==> config.mk <==
export PLATFORM = sky130hd
export DESIGN_NAME = byti_queue
export DESIGN_NICKNAME = d
export VERILOG_FILES = /design/src/rtl/byti_pkg.sv /design/src/rtl/byti_queue.sv
export SDC_FILE = /design/constraint.sdc
export NUM_CORES = 1
export LEC_CHECK = 0
export ABC_AREA = 1
export BUFFER_PORTS_ARGS = -buffer_cell sky130_fd_sc_hd__buf_4
export CAP_MARGIN = 40
export CORE_ASPECT_RATIO = 1.4
export CORE_MARGIN = 4
export CORE_UTILIZATION = 47
export CTS_CLUSTER_SIZE = 24
export DETAILED_ROUTE_END_ITERATION = 12
export PLACE_DENSITY = 0.75
export SLEW_MARGIN = 20
export SYNTH_ARGS = -nofsm -noshare
export SYNTH_HDL_FRONTEND = slang
export SYNTH_SLANG_ARGS = --single-unit
==> constraint.sdc <==
create_clock -name clk -period 6.2 [get_ports clk]
set_clock_uncertainty 0.2 [all_clocks]
set_input_delay 1.24 -clock clk [delete_from_list [all_inputs] [get_ports clk]]
set_output_delay 1.24 -clock clk [all_outputs]
set_load 0.01 [all_outputs]
==> src/rtl/byti_pkg.sv <==
// ----------------------------------------------------------------------------
// byti_pkg
// sizes, codes and shared types of the yield table interpolator
// ----------------------------------------------------------------------------
package byti_pkg;

  localparam int MASS_POINTS = 16;
  localparam int Z_POINTS    = 8;
  localparam int YIELD_WORDS = 9;
  localparam int CELLS       = MASS_POINTS * Z_POINTS;
  localparam int YIELD_DEPTH = CELLS * YIELD_WORDS;

  localparam int MIW = $clog2(MASS_POINTS);
  localparam int ZIW = $clog2(Z_POINTS);
  localparam int CW  = $clog2(CELLS);
  localparam int YAW = $clog2(YIELD_DEPTH);
  localparam int SW  = $clog2(((MASS_POINTS > Z_POINTS) ? MASS_POINTS : Z_POINTS) + 1);
  localparam int KW  = $clog2(YIELD_WORDS);

  localparam int QUEUE_DEPTH = 2;
  localparam int QPW = $clog2(QUEUE_DEPTH);
  localparam int QCW = $clog2(QUEUE_DEPTH + 1);

  localparam logic [2:0] OP_MASS_GRID = 3'd0;
  localparam logic [2:0] OP_Z_GRID    = 3'd1;
  localparam logic [2:0] OP_YIELD     = 3'd2;
  localparam logic [2:0] OP_CLEAR     = 3'd3;
  localparam logic [2:0] OP_LOOKUP    = 3'd4;

  localparam logic [2:0] KIND_MGRID  = 3'd0;
  localparam logic [2:0] KIND_ZGRID  = 3'd1;
  localparam logic [2:0] KIND_YIELD  = 3'd2;
  localparam logic [2:0] KIND_CLEAR  = 3'd3;
  localparam logic [2:0] KIND_LOOKUP = 3'd4;

  localparam logic [1:0] RNG_IN    = 2'd0;
  localparam logic [1:0] RNG_BELOW = 2'd1;
  localparam logic [1:0] RNG_ABOVE = 2'd2;

  localparam logic [16:0] FRAC_ONE = 17'h10000;

  localparam int DIV_LONG_BITS  = 33;
  localparam int DIV_SHORT_BITS = 17;
  localparam int DCW = $clog2(DIV_LONG_BITS + 1);

  localparam int CFG_IW = 1;
  localparam int CFG_DW = 5;
  localparam logic [CFG_IW-1:0] REG_MASS_USED = 1'd0;
  localparam logic [CFG_IW-1:0] REG_Z_USED    = 1'd1;

  typedef struct packed {
    logic [2:0]  kind;
    logic [3:0]  mass_idx;
    logic [2:0]  z_index;
    logic [3:0]  quantity;
    logic [31:0] data;
    logic [31:0] query_mass;
    logic [31:0] query_z;
  } cmd_t;

  typedef struct packed {
    logic        start;
    logic        long_op;
    logic [63:0] dividend;
    logic [32:0] divisor;
  } div_req_t;

  typedef struct packed {
    logic        done;
    logic [32:0] quotient;
  } div_rsp_t;

endpackage

==> src/rtl/byti_queue.sv <==
// ----------------------------------------------------------------------------
// byti_queue
// short command queue between the front and the back
// ----------------------------------------------------------------------------
module byti_queue
  import byti_pkg::*;
(
  input  logic clk,
  input  logic rst_n,
  input  logic push,
  input  cmd_t push_cmd,
  output logic full,
  input  logic pop,
  output logic valid,
  output cmd_t pop_cmd
);

  cmd_t           mem_r [QUEUE_DEPTH];
  logic [QPW-1:0] wp_r;
  logic [QPW-1:0] rp_r;
  logic [QCW-1:0] cnt_r;
  logic           do_pop;

  assign full    = cnt_r == QCW'(QUEUE_DEPTH);
  assign valid   = cnt_r != '0;
  assign pop_cmd = mem_r[rp_r];
  assign do_pop  = pop && valid;

  always_ff @(posedge clk) begin
    if (!rst_n) begin
      wp_r  <= '0;
      rp_r  <= '0;
      cnt_r <= '0;
    end else begin
      if (push) begin
        wp_r <= (wp_r == QPW'(QUEUE_DEPTH - 1)) ? '0 : wp_r + QPW'(1);
      end
      if (do_pop) begin
        rp_r <= (rp_r == QPW'(QUEUE_DEPTH - 1)) ? '0 : rp_r + QPW'(1);
      end
      if (push && !do_pop) begin
        cnt_r <= cnt_r + QCW'(1);
      end else if (do_pop && !push) begin
        cnt_r <= cnt_r - QCW'(1);
      end
    end
  end

  always_ff @(posedge clk) begin
    if (push) begin
      mem_r[wp_r] <= push_cmd;
    end
  end

endmodule

==> Word-level counts from Yosys, hierarchy flattened <==
Memories as Yosys holds them, arrays and structs flattened. A register that Yosys moved wholly into a read port is not among the register bits.
Cells that the tools add are included.
{ "totals": {"ff_bits": 4, "latchBits": 0, "mem_bits_rw": 220, "romBits": 0, "inputBits": 114, "output_inout_bits": 112, "word_cells": 24, "memories": 1} }
{ "mem_list": {"columns": ["memory", "words", "width", "rd", "rd_clocked_by_memory_dff", "write_ports", "line", "rtl"], "rows": [
  ["mem_r", 2, 110, 1, 1, 1, "byti_queue.sv:18", "cmd_t mem_r [QUEUE_DEPTH];"]
]} }
{ "classes": {"add_sub_neg": 4, "n_mul": 0, "div_mod_pow": 0, "n_lt_le_gt_ge": 0, "n_eq_ne": 1, "shifts": 0, "n_mux": 8, "bitwise": 0, "n_reduce_logical": 7} }
{ "op_table": {"columns": ["op", "count"], "rows": [
  ["$mux 1", 6],
  ["$mux 2", 2],
  ["$reduce_bool 2->1", 2],
  ["$logic_and 1x1->1", 3],
  ["$add 1x1->1 const B", 2],
  ["$add 2x1->2 const B", 1],
  ["$eq 2x2->1 const B", 1],
  ["$logic_not 1->1", 2],
  ["$sub 2x1->2 const B", 1]
]} }

==> Logic depth before layout (Yosys ltp) <==
{ "logic_depth": {"depth_word": 5, "depth_mapped": 9, "mapped_depth_nobuf": 9} }

==> Least setup slack after synthesis <==
No wires, ideal clock.
{ "synth_path": {"path_type": "input port to flip-flop", "from": "in push", "to": "mem mem_r[0][0] (netlist name), enable pin", "setup_time_ps": 583, "t_arrival_ps": 5883, "required_ps": 5417, "setup_slack_ps": -466, "path_stages": 2, "cell_sequence": "inv_1 -> nor2_1"} }
{ "synth_between": {"elab_chain_len": 2} }
{ "synth_lines": {"columns": ["element", "line", "rtl"], "rows": [
  ["from (decl)", "byti_queue.sv:10", "input logic push,"],
  ["$mux 1", "byti_queue.sv:50", "if (push) begin"],
  ["$mux 1 (implied by the code)", "byti_queue.sv:51", "mem_r[wp_r] <= push_cmd;"],
  ["to (decl)", "byti_queue.sv:18", null]
]} }
No other way between the ends.

==> results.py <==
metrics = {
    "floorplanning": {
        "die_h_um": 168.7,
        "dieArea_um2": 20720,
        "die_x_um": 122.8,
        "ios": 226,
        "rows": 58,
        "core_um2": 18070,
        "initial_core_util_pct": 47.99,
    },
    "placement": {
        "io_buffer_count": 225,
        "dpl_worst_slack_ps": 2826,
        "place_inst": 836,
        "gp_congestion": 0.7279,
        "dp_hpwl_mm": 10.86,
    },
    "clock_network": {
        "cts-resized-gates": 0,
        "holdBufCountCts": 0,
        "tritoncts": "done",
        "cts_inserted_buffers": 21,
        "cts_root_buf": "clkbuf_16",
        "clk_transition_reported_paths_ps": 60,
        "htreeDepth": 1,
        "postCtsSetupBuffers": 0,
        "clock-sinks": 225,
        "clock_latency_ps": 490,
        "clock_path_buffers": 3,
    },
    "global_routing": {
        "grt_overflow": 0,
        "antenna_found_initial": 0,
        "grt_max_degree": 62,
        "grt_use_total_pct": 14.54,
        "grt_pass1_vias": 4464,
        "grt_pass1_wl_mm": 23.49,
    },
    "final_layout": {
        "nets": 734,
        "layout_commonest_cell": "buf_4",
        "drive_gt1_share_pct": 58.45,
        "diodes": 0,
        "fillers": 1270,
        "synthToLayoutAreaGrowth_pct": 28.58,
        "layout_common_cells": "buf_4, edfxtp_1, mux2_4, clkbuf_16, mux2_2",
        "utilization_pct": 61.71,
        "stdcell_count": 873,
    },
    "job": {
        "drv_cap": 0,
    },
    "route": {
        "vias_per_cell": 4.867,
        "drc": 0,
        "dr_wl_met2_mm": 8.804,
        "route.top_layer_used": "met4",
        "wl_per_cell_um": 18.04,
        "route.met3.wl_mm": 1.315,
        "dr.pass1.iters": 4,
        "drt-initial-drc-count": 287,
        "met1_length_mm": 5.356,
        "vias": 4249,
        "final_antenna_net_count": 0,
        "finalWirelength_mm": 15.75,
    },
    "yosys": {
        "yosysSeqAreaShare_pct": 77.33,
        "ys_top_cells_by_area": "edfxtp_1, mux2_4, buf_12, mux2_2, dfxtp_1",
        "synth_warnings": 0,
        "ys_types": 16,
        "syn_nets": 493,
        "synth_top_area_share_pct": 76.18,
        "mappedNetlistArea_um2": 8672,
        "ys_ff_latch": 225,
        "syn_area_per_cell_um2": 22.94,
        "synth_largest_area_cell": "edfxtp_1",
        "syn_inst": 378,
    },
    "critical_path": {
        "crit-reg2reg-launch": "wp_r",
        "start_kind": "register",
        "reg2reg_depth": 3,
        "criticalPathCategory": "reg -> out",
        "critPathRequiredTime_ps": 4760,
        "r2r_end": "mem_r[1][74]",
        "rrSetupSlack_ps": 3760,
        "cp_max_fo": 61,
        "cp.arrival_ps": 1990,
        "crit_path_end_kind": "output port",
    },
    "run_status": {
        "status": "finished clean",
    },
    "timing": {
        "fin_crit_ps": 3429,
        "fin_crit_sh_pct": 55.31,
        "final_max_slew_viol_count": 0,
        "worstMarginPinSlew_ps": 783.6,
        "fmax_mhz": 291.6,
        "fin_ws_ps": 2771,
        "rsz0062_at_grt": "no",
        "hold_viol_final": 0,
        "slew-limit-headroom_pct": 47.76,
        "setup_viol": 0,
        "tns_ps": 0,
    },
    "min_path": {
        "whs_path_depth": 2,
        "hp-class": "reg -> reg",
        "min_from": "rp_r",
    },
    "pwr": {
        "vdd_ir_drop_max_mv": 0.2560,
        "combPwrFrac_pct": 16.1,
        "p_clk_share_pct": 33.1,
        "internal-power_mw": 2.754,
        "p_sw_share_pct": 21.90,
        "power_density_nw_per_um2": 316.2,
        "seq_power_share_pct": 50.9,
        "leakage_nw": 4.384,
        "switchingPower_mw": 0.7723,
    },
}
power by group through the flow:
stage               Combinational [mW]  Sequential [mW]  Clock, mW
floorplan                        0.356             1.82          0
global placement                 0.542             1.84          0
detailed placement               0.575             1.83          0
CTS                              0.578             1.79       1.20
global route                     0.604             1.80       1.27
finish                           0.567             1.79       1.17
cell type report:
type,count,area (um2),share of cell area (%)
clock buffer,26,544.3,4.881
clock inverter,11,77.57,0.6957
inverter,8,32.53,0.2917
multi-input combinational,133,1727,15.48
sequential,225,6710,60.18
tap,240,300.3,2.693
timing repair buffer,230,1759,15.78
flip-flops by register name, summed over array words and instances, names as in the netlist, named ones only:
signal	count
mem_r	220
cnt_r	2
rp_r	1
wp_r	1
synthesized netlist by cell type (all sizes together):
cell type	instances
dfxtp	5
a21oi	1
nand4	1
buf	12
o21a	1
o21ai	1
nand3	1
inv	8
nand2	9
mux2	110
ha	1
edfxtp	220
nor2	8
worst max-delay path by stage:
stage,cells past startpoint,startpoint,to
3_5_place_dp,4,push,mem_r[1][104]
5_1_grt,3,register,pop_cmd[107]
3_3_place_gp,3,register,pop_cmd[97]
6_report,3,register,pop_cmd[101]
2_1_floorplan,2,push,mem_r[0][0]
4_1_cts,3,register,pop_cmd[90]
per-layer routing:
| metal | up-vias | track usage (%) |
|---|---|---|
| li1 | 1957 | - |
| met1 | 2103 | 15.67 |
| met2 | 162 | 27.09 |
| met3 | 27 | 4.378 |
| met4 | 0 | 4.094 |
| met5 | - | 0 |
per-stage QoR:
stage	instance area (um2)	power, mW	hold slack (ps)
final	11150	3.526	312.9
after global routing	11150	3.678	353.2
after CTS	11150	3.573	312.9
after detailed placement	10530	2.402	297.3
after global placement	10500	2.382	286.2
after floorplan	8675	2.174	266.9
kinds of logic (layout without fill, tap and decap cells):
kind of cell / count (synthesis) / count (layout) / share of synthesized area, %
adder cells (fa/ha/maj): 1 / 1 / 0.1443
buffers and inverters: 20 / 275 / 2.842
AND/OR/NAND/NOR: 19 / 19 / 0.8657
multiplexers: 110 / 110 / 18.61
AO/OA/AOI/OAI: 3 / 3 / 0.2019
flip-flops: 225 / 225 / 77.33
worst max-delay path, cell delays in order (launching register included):
cell	delay, ps
dfxtp_4	520
buf_12	400
mux2_2	400
buf_4	140
(Power assumes the default switching activity.)
