$ cat config.mk
export PLATFORM = sky130hd
export DESIGN_NAME = byti_front_flat
export DESIGN_NICKNAME = d
export VERILOG_FILES = /design/src/rtl/byti_pkg.sv /design/src/rtl/byti_if.sv /design/src/rtl/byti_front.sv /design/src/flat_wrapper.sv
export SDC_FILE = /design/constraint.sdc
export NUM_CORES = 1
export LEC_CHECK = 0
export BUFFER_PORTS_ARGS = -buffer_cell sky130_fd_sc_hd__buf_2
export CORE_AREA = 4 4 96 98
export DETAILED_ROUTE_END_ITERATION = 8
export DIE_AREA = 0 0 100 102
export GPL_ROUTABILITY_DRIVEN = 0
export GPL_TIMING_DRIVEN = 0
export MAX_ROUTING_LAYER = met4
export SLEW_MARGIN = 5
export SYNTH_ARGS = -nofsm -noshare
export SYNTH_HDL_FRONTEND = slang
export SYNTH_SLANG_ARGS = --single-unit
$ cat constraint.sdc
create_clock -name vclk -period 3.85
set_input_delay 0.77 -clock vclk [all_inputs]
set_output_delay 0.77 -clock vclk [all_outputs]
set_load 0.005 [all_outputs]
$ cat src/rtl/byti_pkg.sv
// ----------------------------------------------------------------------------
// byti_pkg
// sizes, codes and shared types of the yield table interpolator
// ----------------------------------------------------------------------------
package byti_pkg;

  localparam int MASS_POINTS = 16;
  localparam int Z_POINTS    = 8;
  localparam int YIELD_WORDS = 9;
  localparam int CELLS       = MASS_POINTS * Z_POINTS;
  localparam int YIELD_DEPTH = CELLS * YIELD_WORDS;

  localparam int MIW = $clog2(MASS_POINTS);
  localparam int ZIW = $clog2(Z_POINTS);
  localparam int CW  = $clog2(CELLS);
  localparam int YAW = $clog2(YIELD_DEPTH);
  localparam int SW  = $clog2(((MASS_POINTS > Z_POINTS) ? MASS_POINTS : Z_POINTS) + 1);
  localparam int KW  = $clog2(YIELD_WORDS);

  localparam int QUEUE_DEPTH = 2;
  localparam int QPW = $clog2(QUEUE_DEPTH);
  localparam int QCW = $clog2(QUEUE_DEPTH + 1);

  localparam logic [2:0] OP_MASS_GRID = 3'd0;
  localparam logic [2:0] OP_Z_GRID    = 3'd1;
  localparam logic [2:0] OP_YIELD     = 3'd2;
  localparam logic [2:0] OP_CLEAR     = 3'd3;
  localparam logic [2:0] OP_LOOKUP    = 3'd4;

  localparam logic [2:0] KIND_MGRID  = 3'd0;
  localparam logic [2:0] KIND_ZGRID  = 3'd1;
  localparam logic [2:0] KIND_YIELD  = 3'd2;
  localparam logic [2:0] KIND_CLEAR  = 3'd3;
  localparam logic [2:0] KIND_LOOKUP = 3'd4;

  localparam logic [1:0] RNG_IN    = 2'd0;
  localparam logic [1:0] RNG_BELOW = 2'd1;
  localparam logic [1:0] RNG_ABOVE = 2'd2;

  localparam logic [16:0] FRAC_ONE = 17'h10000;

  localparam int DIV_LONG_BITS  = 33;
  localparam int DIV_SHORT_BITS = 17;
  localparam int DCW = $clog2(DIV_LONG_BITS + 1);

  localparam int CFG_IW = 1;
  localparam int CFG_DW = 5;
  localparam logic [CFG_IW-1:0] REG_MASS_USED = 1'd0;
  localparam logic [CFG_IW-1:0] REG_Z_USED    = 1'd1;

  typedef struct packed {
    logic [2:0]  kind;
    logic [3:0]  mass_idx;
    logic [2:0]  z_index;
    logic [3:0]  quantity;
    logic [31:0] data;
    logic [31:0] query_mass;
    logic [31:0] query_z;
  } cmd_t;

  typedef struct packed {
    logic        start;
    logic        long_op;
    logic [63:0] dividend;
    logic [32:0] divisor;
  } div_req_t;

  typedef struct packed {
    logic        done;
    logic [32:0] quotient;
  } div_rsp_t;

endpackage

$ cat src/rtl/byti_if.sv
// ----------------------------------------------------------------------------
// byti channel interfaces
// valid/ready channels for load and lookup items and for lookup results
// ----------------------------------------------------------------------------
interface byti_in_if;
  logic        valid;
  logic        ready;
  logic [2:0]  opcode;
  logic [3:0]  mass_idx;
  logic [2:0]  z_index;
  logic [3:0]  quantity;
  logic signed [31:0] load_value;
  logic [31:0] grid_value;
  logic [31:0] query_mass;
  logic [31:0] query_z;

  modport source (output valid, output opcode, output mass_idx, output z_index,
                  output quantity, output load_value, output grid_value,
                  output query_mass, output query_z, input ready);
  modport sink (input valid, input opcode, input mass_idx, input z_index,
                input quantity, input load_value, input grid_value,
                input query_mass, input query_z, output ready);
endinterface


$ cat src/rtl/byti_front.sv
// ----------------------------------------------------------------------------
// byti_front
// input acceptance and command classification, drops writes that land nowhere and unknown opcodes
// ----------------------------------------------------------------------------
module byti_front
  import byti_pkg::*;
(
  byti_in_if.sink in_ch,
  input  logic    q_full,
  output logic    q_push,
  output cmd_t    q_cmd
);

  logic keep;

  always_comb begin
    keep       = 1'b0;
    q_cmd.kind = KIND_LOOKUP;
    unique case (in_ch.opcode)
      OP_MASS_GRID: begin
        q_cmd.kind = KIND_MGRID;
        keep = 32'(in_ch.mass_idx) < MASS_POINTS;
      end
      OP_Z_GRID: begin
        q_cmd.kind = KIND_ZGRID;
        keep = 32'(in_ch.z_index) < Z_POINTS;
      end
      OP_YIELD: begin
        q_cmd.kind = KIND_YIELD;
        keep = (32'(in_ch.mass_idx) < MASS_POINTS) && (32'(in_ch.z_index) < Z_POINTS)
               && (32'(in_ch.quantity) < YIELD_WORDS);
      end
      OP_CLEAR: begin
        q_cmd.kind = KIND_CLEAR;
        keep = 1'b1;
      end
      OP_LOOKUP: begin
        q_cmd.kind = KIND_LOOKUP;
        keep = 1'b1;
      end
      default: keep = 1'b0;
    endcase
  end

  assign q_cmd.mass_idx   = in_ch.mass_idx;
  assign q_cmd.z_index    = in_ch.z_index;
  assign q_cmd.quantity   = in_ch.quantity;
  assign q_cmd.data       = (in_ch.opcode == OP_YIELD) ? in_ch.load_value : in_ch.grid_value;
  assign q_cmd.query_mass = in_ch.query_mass;
  assign q_cmd.query_z    = in_ch.query_z;

  assign in_ch.ready = !q_full;
  assign q_push      = in_ch.valid && !q_full && keep;

endmodule

$ cat src/flat_wrapper.sv
// flat-port wrapper written by rule: the top's interface ports become plain ports
module byti_front_flat import byti_pkg::*;
  (q_full, q_push, q_cmd, in_ch_valid, in_ch_opcode, in_ch_mass_idx, in_ch_z_index, in_ch_quantity, in_ch_load_value, in_ch_grid_value, in_ch_query_mass, in_ch_query_z, in_ch_ready);
  byti_in_if in_ch_i ();
  input  logic q_full;
  output logic q_push;
  output cmd_t q_cmd;
  input wire logic [$bits(in_ch_i.valid)-1:0] in_ch_valid;
  input wire logic [$bits(in_ch_i.opcode)-1:0] in_ch_opcode;
  input wire logic [$bits(in_ch_i.mass_idx)-1:0] in_ch_mass_idx;
  input wire logic [$bits(in_ch_i.z_index)-1:0] in_ch_z_index;
  input wire logic [$bits(in_ch_i.quantity)-1:0] in_ch_quantity;
  input wire logic [$bits(in_ch_i.load_value)-1:0] in_ch_load_value;
  input wire logic [$bits(in_ch_i.grid_value)-1:0] in_ch_grid_value;
  input wire logic [$bits(in_ch_i.query_mass)-1:0] in_ch_query_mass;
  input wire logic [$bits(in_ch_i.query_z)-1:0] in_ch_query_z;
  output wire logic [$bits(in_ch_i.ready)-1:0] in_ch_ready;
  assign in_ch_i.valid = in_ch_valid;
  assign in_ch_i.opcode = in_ch_opcode;
  assign in_ch_i.mass_idx = in_ch_mass_idx;
  assign in_ch_i.z_index = in_ch_z_index;
  assign in_ch_i.quantity = in_ch_quantity;
  assign in_ch_i.load_value = in_ch_load_value;
  assign in_ch_i.grid_value = in_ch_grid_value;
  assign in_ch_i.query_mass = in_ch_query_mass;
  assign in_ch_i.query_z = in_ch_query_z;
  assign in_ch_ready = in_ch_i.ready;
  byti_front u_core (.in_ch(in_ch_i), .q_full(q_full), .q_push(q_push), .q_cmd(q_cmd));
endmodule
* After elaboration in Yosys (flattened, before gate mapping)
Cells that the tools add are included.
** Storage, ports and cells
- Register bits after elaboration :: 0
- Output and inout bits :: 112
** Cells by class
- Equality and inequality tests :: 4
- Magnitude comparators :: 1
- Reduce and logical (&&, ||, !) cells :: 5
- Mux-type cells :: 3
** Operator list (number)
- $mux 32 :: 1
- $pmux 3 s4 :: 1
- $eq 3x2->1 const B :: 2
- $lt 4x4->1 const B :: 1
- $reduce_or 4->1 :: 1
- $eq 3x1->1 const B :: 1
- $eq 3x3->1 const B :: 1
- $logic_not 3->1 :: 1
- $logic_and 1x1->1 :: 2
- $pmux 1 s2 :: 1
- $logic_not 1->1 :: 1

* Logic depth before layout (Yosys ltp)
- Word-level depth :: 4
- Depth in mapped cells :: 3

* Least setup slack after synthesis
No wires, ideal clock.
- Kind :: input to output
- Start point :: input in_ch_opcode[2]
- End point :: output q_cmd[64] in the netlist's numbering
- Stages :: 3
- Setup slack :: 1.493 ns
- Arrival time :: 1.587 ns
- Required time :: 3.080 ns
- Cells stage by stage :: nor3b_4 buf_6 mux2_2
** RTL lines
- start: declaration :: line flat_wrapper.sv:9 : input wire logic [$bits(in_ch_i.opcode)-1:0] in_ch_opcode;
- end: declaration :: line flat_wrapper.sv:7 : output cmd_t q_cmd;

==> results.sh <==
export IMPL_leakagePower_uw=0.00126
export IMPL_core_area_sq_mm=0.00847
export IMPL_pwr_share_seq=0
export IMPL_syn_to_final_growth_pct=103
export IMPL_fin_nets=450
export IMPL_hold_path_class="in2out"
export IMPL_yosysTopAreaCell="buf_4"
export IMPL_rsz0062_at_grt="no"
export IMPL_drt_wl_total_mm=4.25
export IMPL_routed_via_count=1418
export IMPL_seq_area_frac_synth=0
export IMPL_clock_buffers=0
export IMPL_worstSetupPathType="in2out"
export IMPL_multi_input_area_sq_um=423
export IMPL_setup_tns_ps=0
export IMPL_peakVddDrop_uv=39.1
export IMPL_yosys_top_cells_area="buf_4 (55%), mux2_2 (33%), buf_6 (3.3%)"
export IMPL_pwr_density_cell_mw_per_mm2=98.9
export IMPL_intPower_uw=141
export IMPL_grt_overflow=0
export IMPL_grt_start_max_net_pins=11
export IMPL_antenna_found_initial=0
export IMPL_finalCoreUtilization=0.247
export IMPL_setup_worst_path_start="in_ch_opcode[2]"
export IMPL_pwr_share_clk=0
export IMPL_crit_fanout=10
export IMPL_holdCritStartpoint="in_ch_query_z[14]"
export IMPL_worst_pin_slew_ps=415
export IMPL_syn_area_sq_mm=0.00103
export IMPL_total_power_uw=207
export IMPL_hold_viol=0
export IMPL_yosysMostFrequentCell="buf_4"
export IMPL_cp_data_arrival_time_ps=2000
export IMPL_postCtsResizedCells=0
export IMPL_route_antenna_remaining_nets=0
export IMPL_regArea_sq_um=0
export IMPL_fin_crit_ps=2770
export IMPL_fin_crit_sh=0.719
export IMPL_swShare=0.317
export IMPL_status="complete, no violations"
export IMPL_num_antenna_cells=0
export IMPL_drive_gt1_frac=0.967
export IMPL_drt_iter0_drc=7
export IMPL_cts_setup_buffers=0
export IMPL_drc_errors=0
export IMPL_dpl_hpwl_mm=4.03
export IMPL_io_pins=256
export IMPL_die_x_microns=100
export IMPL_grt_pass1_vias=1322
export IMPL_grt_first_pass_wirelength_mm=5.48
export IMPL_dieHeight_microns=102
export IMPL_netlist_top_cells_count="buf_4 (75), mux2_2 (30), buf_6 (3)"
export IMPL_cap_violations=0
export IMPL_yosysWarnings=0
export IMPL_die_area_sq_mm=0.0102
export IMPL_combinationalPowerShare=1.000
export IMPL_rows=34
export IMPL_cp_end_kind="output pin"
export IMPL_io_buffer_count=185
export IMPL_viasPerCell=3.44
export IMPL_relSlewSlack=0.723
export IMPL_wl_per_cell_microns=10.3
export IMPL_seq_cell_count=0
export IMPL_netlist_instances=119
export IMPL_p_switching_uw=65.4
export IMPL_setup_violations=0
export IMPL_cts_hold_buf=0
export IMPL_start_util=0.121
export IMPL_startpoint_type="input pin"
export IMPL_grt_total_usage=0.0636
export IMPL_syn_avg_cell_area_sq_um=8.63
export IMPL_worst_ep_required_time_ps=3080
export IMPL_synth_top_area_frac=0.548
export IMPL_yosysUniqueCellTypes=12
export IMPL_synth_nets=263
export IMPL_slew_violations=0
export IMPL_first_pass_iters=2
export IMPL_fmax_mhz=361
export IMPL_n_fill_cell=918
export IMPL_crit_end="q_cmd[87]"
[final cells by class]
type / count / share of cell area
Timing Repair Buffer: 185 / 0.443
Buffer: 79 / 0.288
Multi-Input combinational cell: 39 / 0.203
Tap cell: 108 / 0.0647
Inverter: 1 / 0.00180
[worst min-delay path by stage]
stage	end	slack, ps	depth (start not counted)
global placement	q_cmd[23]	1710	2
finish	q_cmd[14]	1710	2
global route	q_cmd[63]	1710	2
floorplan	in_ch_ready	1570	1
detailed placement	q_cmd[7]	1710	2
CTS	q_cmd[7]	1710	2
[power groups by stage]
stage | clock [uW] | sequential (uW) | combinational (uW)
floorplan | 0 | 0 | 104
global placement | 0 | 0 | 208
detailed placement | 0 | 0 | 210
CTS | 0 | 0 | 211
global route | 0 | 0 | 227
finish | 0 | 0 | 207
[layer usage]
layer,part of all wire,vias up,global-route usage
met3,0.16,0,0.00956
met2,0.55,140,0.132
met1,0.29,592,0.0663
met4,0,0,0
met5,0,-,-
li1,-,686,-
[metrics by stage]
step	setup WS (ps)	cells	hold slack, ps	cell area, sq um
2_1_floorplan	1490	119	1570	1030
3_3_place_gp	1020	412	1710	2090
3_5_place_dp	1010	412	1710	2090
4_1_cts	1000	412	1710	2090
5_1_grt	963	412	1710	2090
6_report	1080	412	1710	2090
[cells in the final DEF (no fill, tap or decap)]
master	Yosys	layout
clkbuf_1	1	1
buf_2	0	185
o21ai_0	1	1
nor3b_4	1	1
nand3b_1	1	1
buf_6	3	3
buf_4	75	75
nor3_1	1	1
mux2_1	2	2
o2111a_1	1	1
and2b_1	2	2
mux2_2	30	30
inv_1	1	1
[cells by family after synthesis]
| group | count (synthesis) | share of synthesized area |
|---|---|---|
| AOI/OAI and AO/OA | 2 | 0.0158 |
| buffers and inverters | 80 | 0.588 |
| muxes | 32 | 0.351 |
| and+or+nand+nor | 5 | 0.0451 |
[worst max-delay path, stage by stage]
cell and delay [ps]:
buf_2 130, nor3b_4 400, buf_6 210, mux2_2 340, buf_2 130
(Power assumes the default switching activity.)
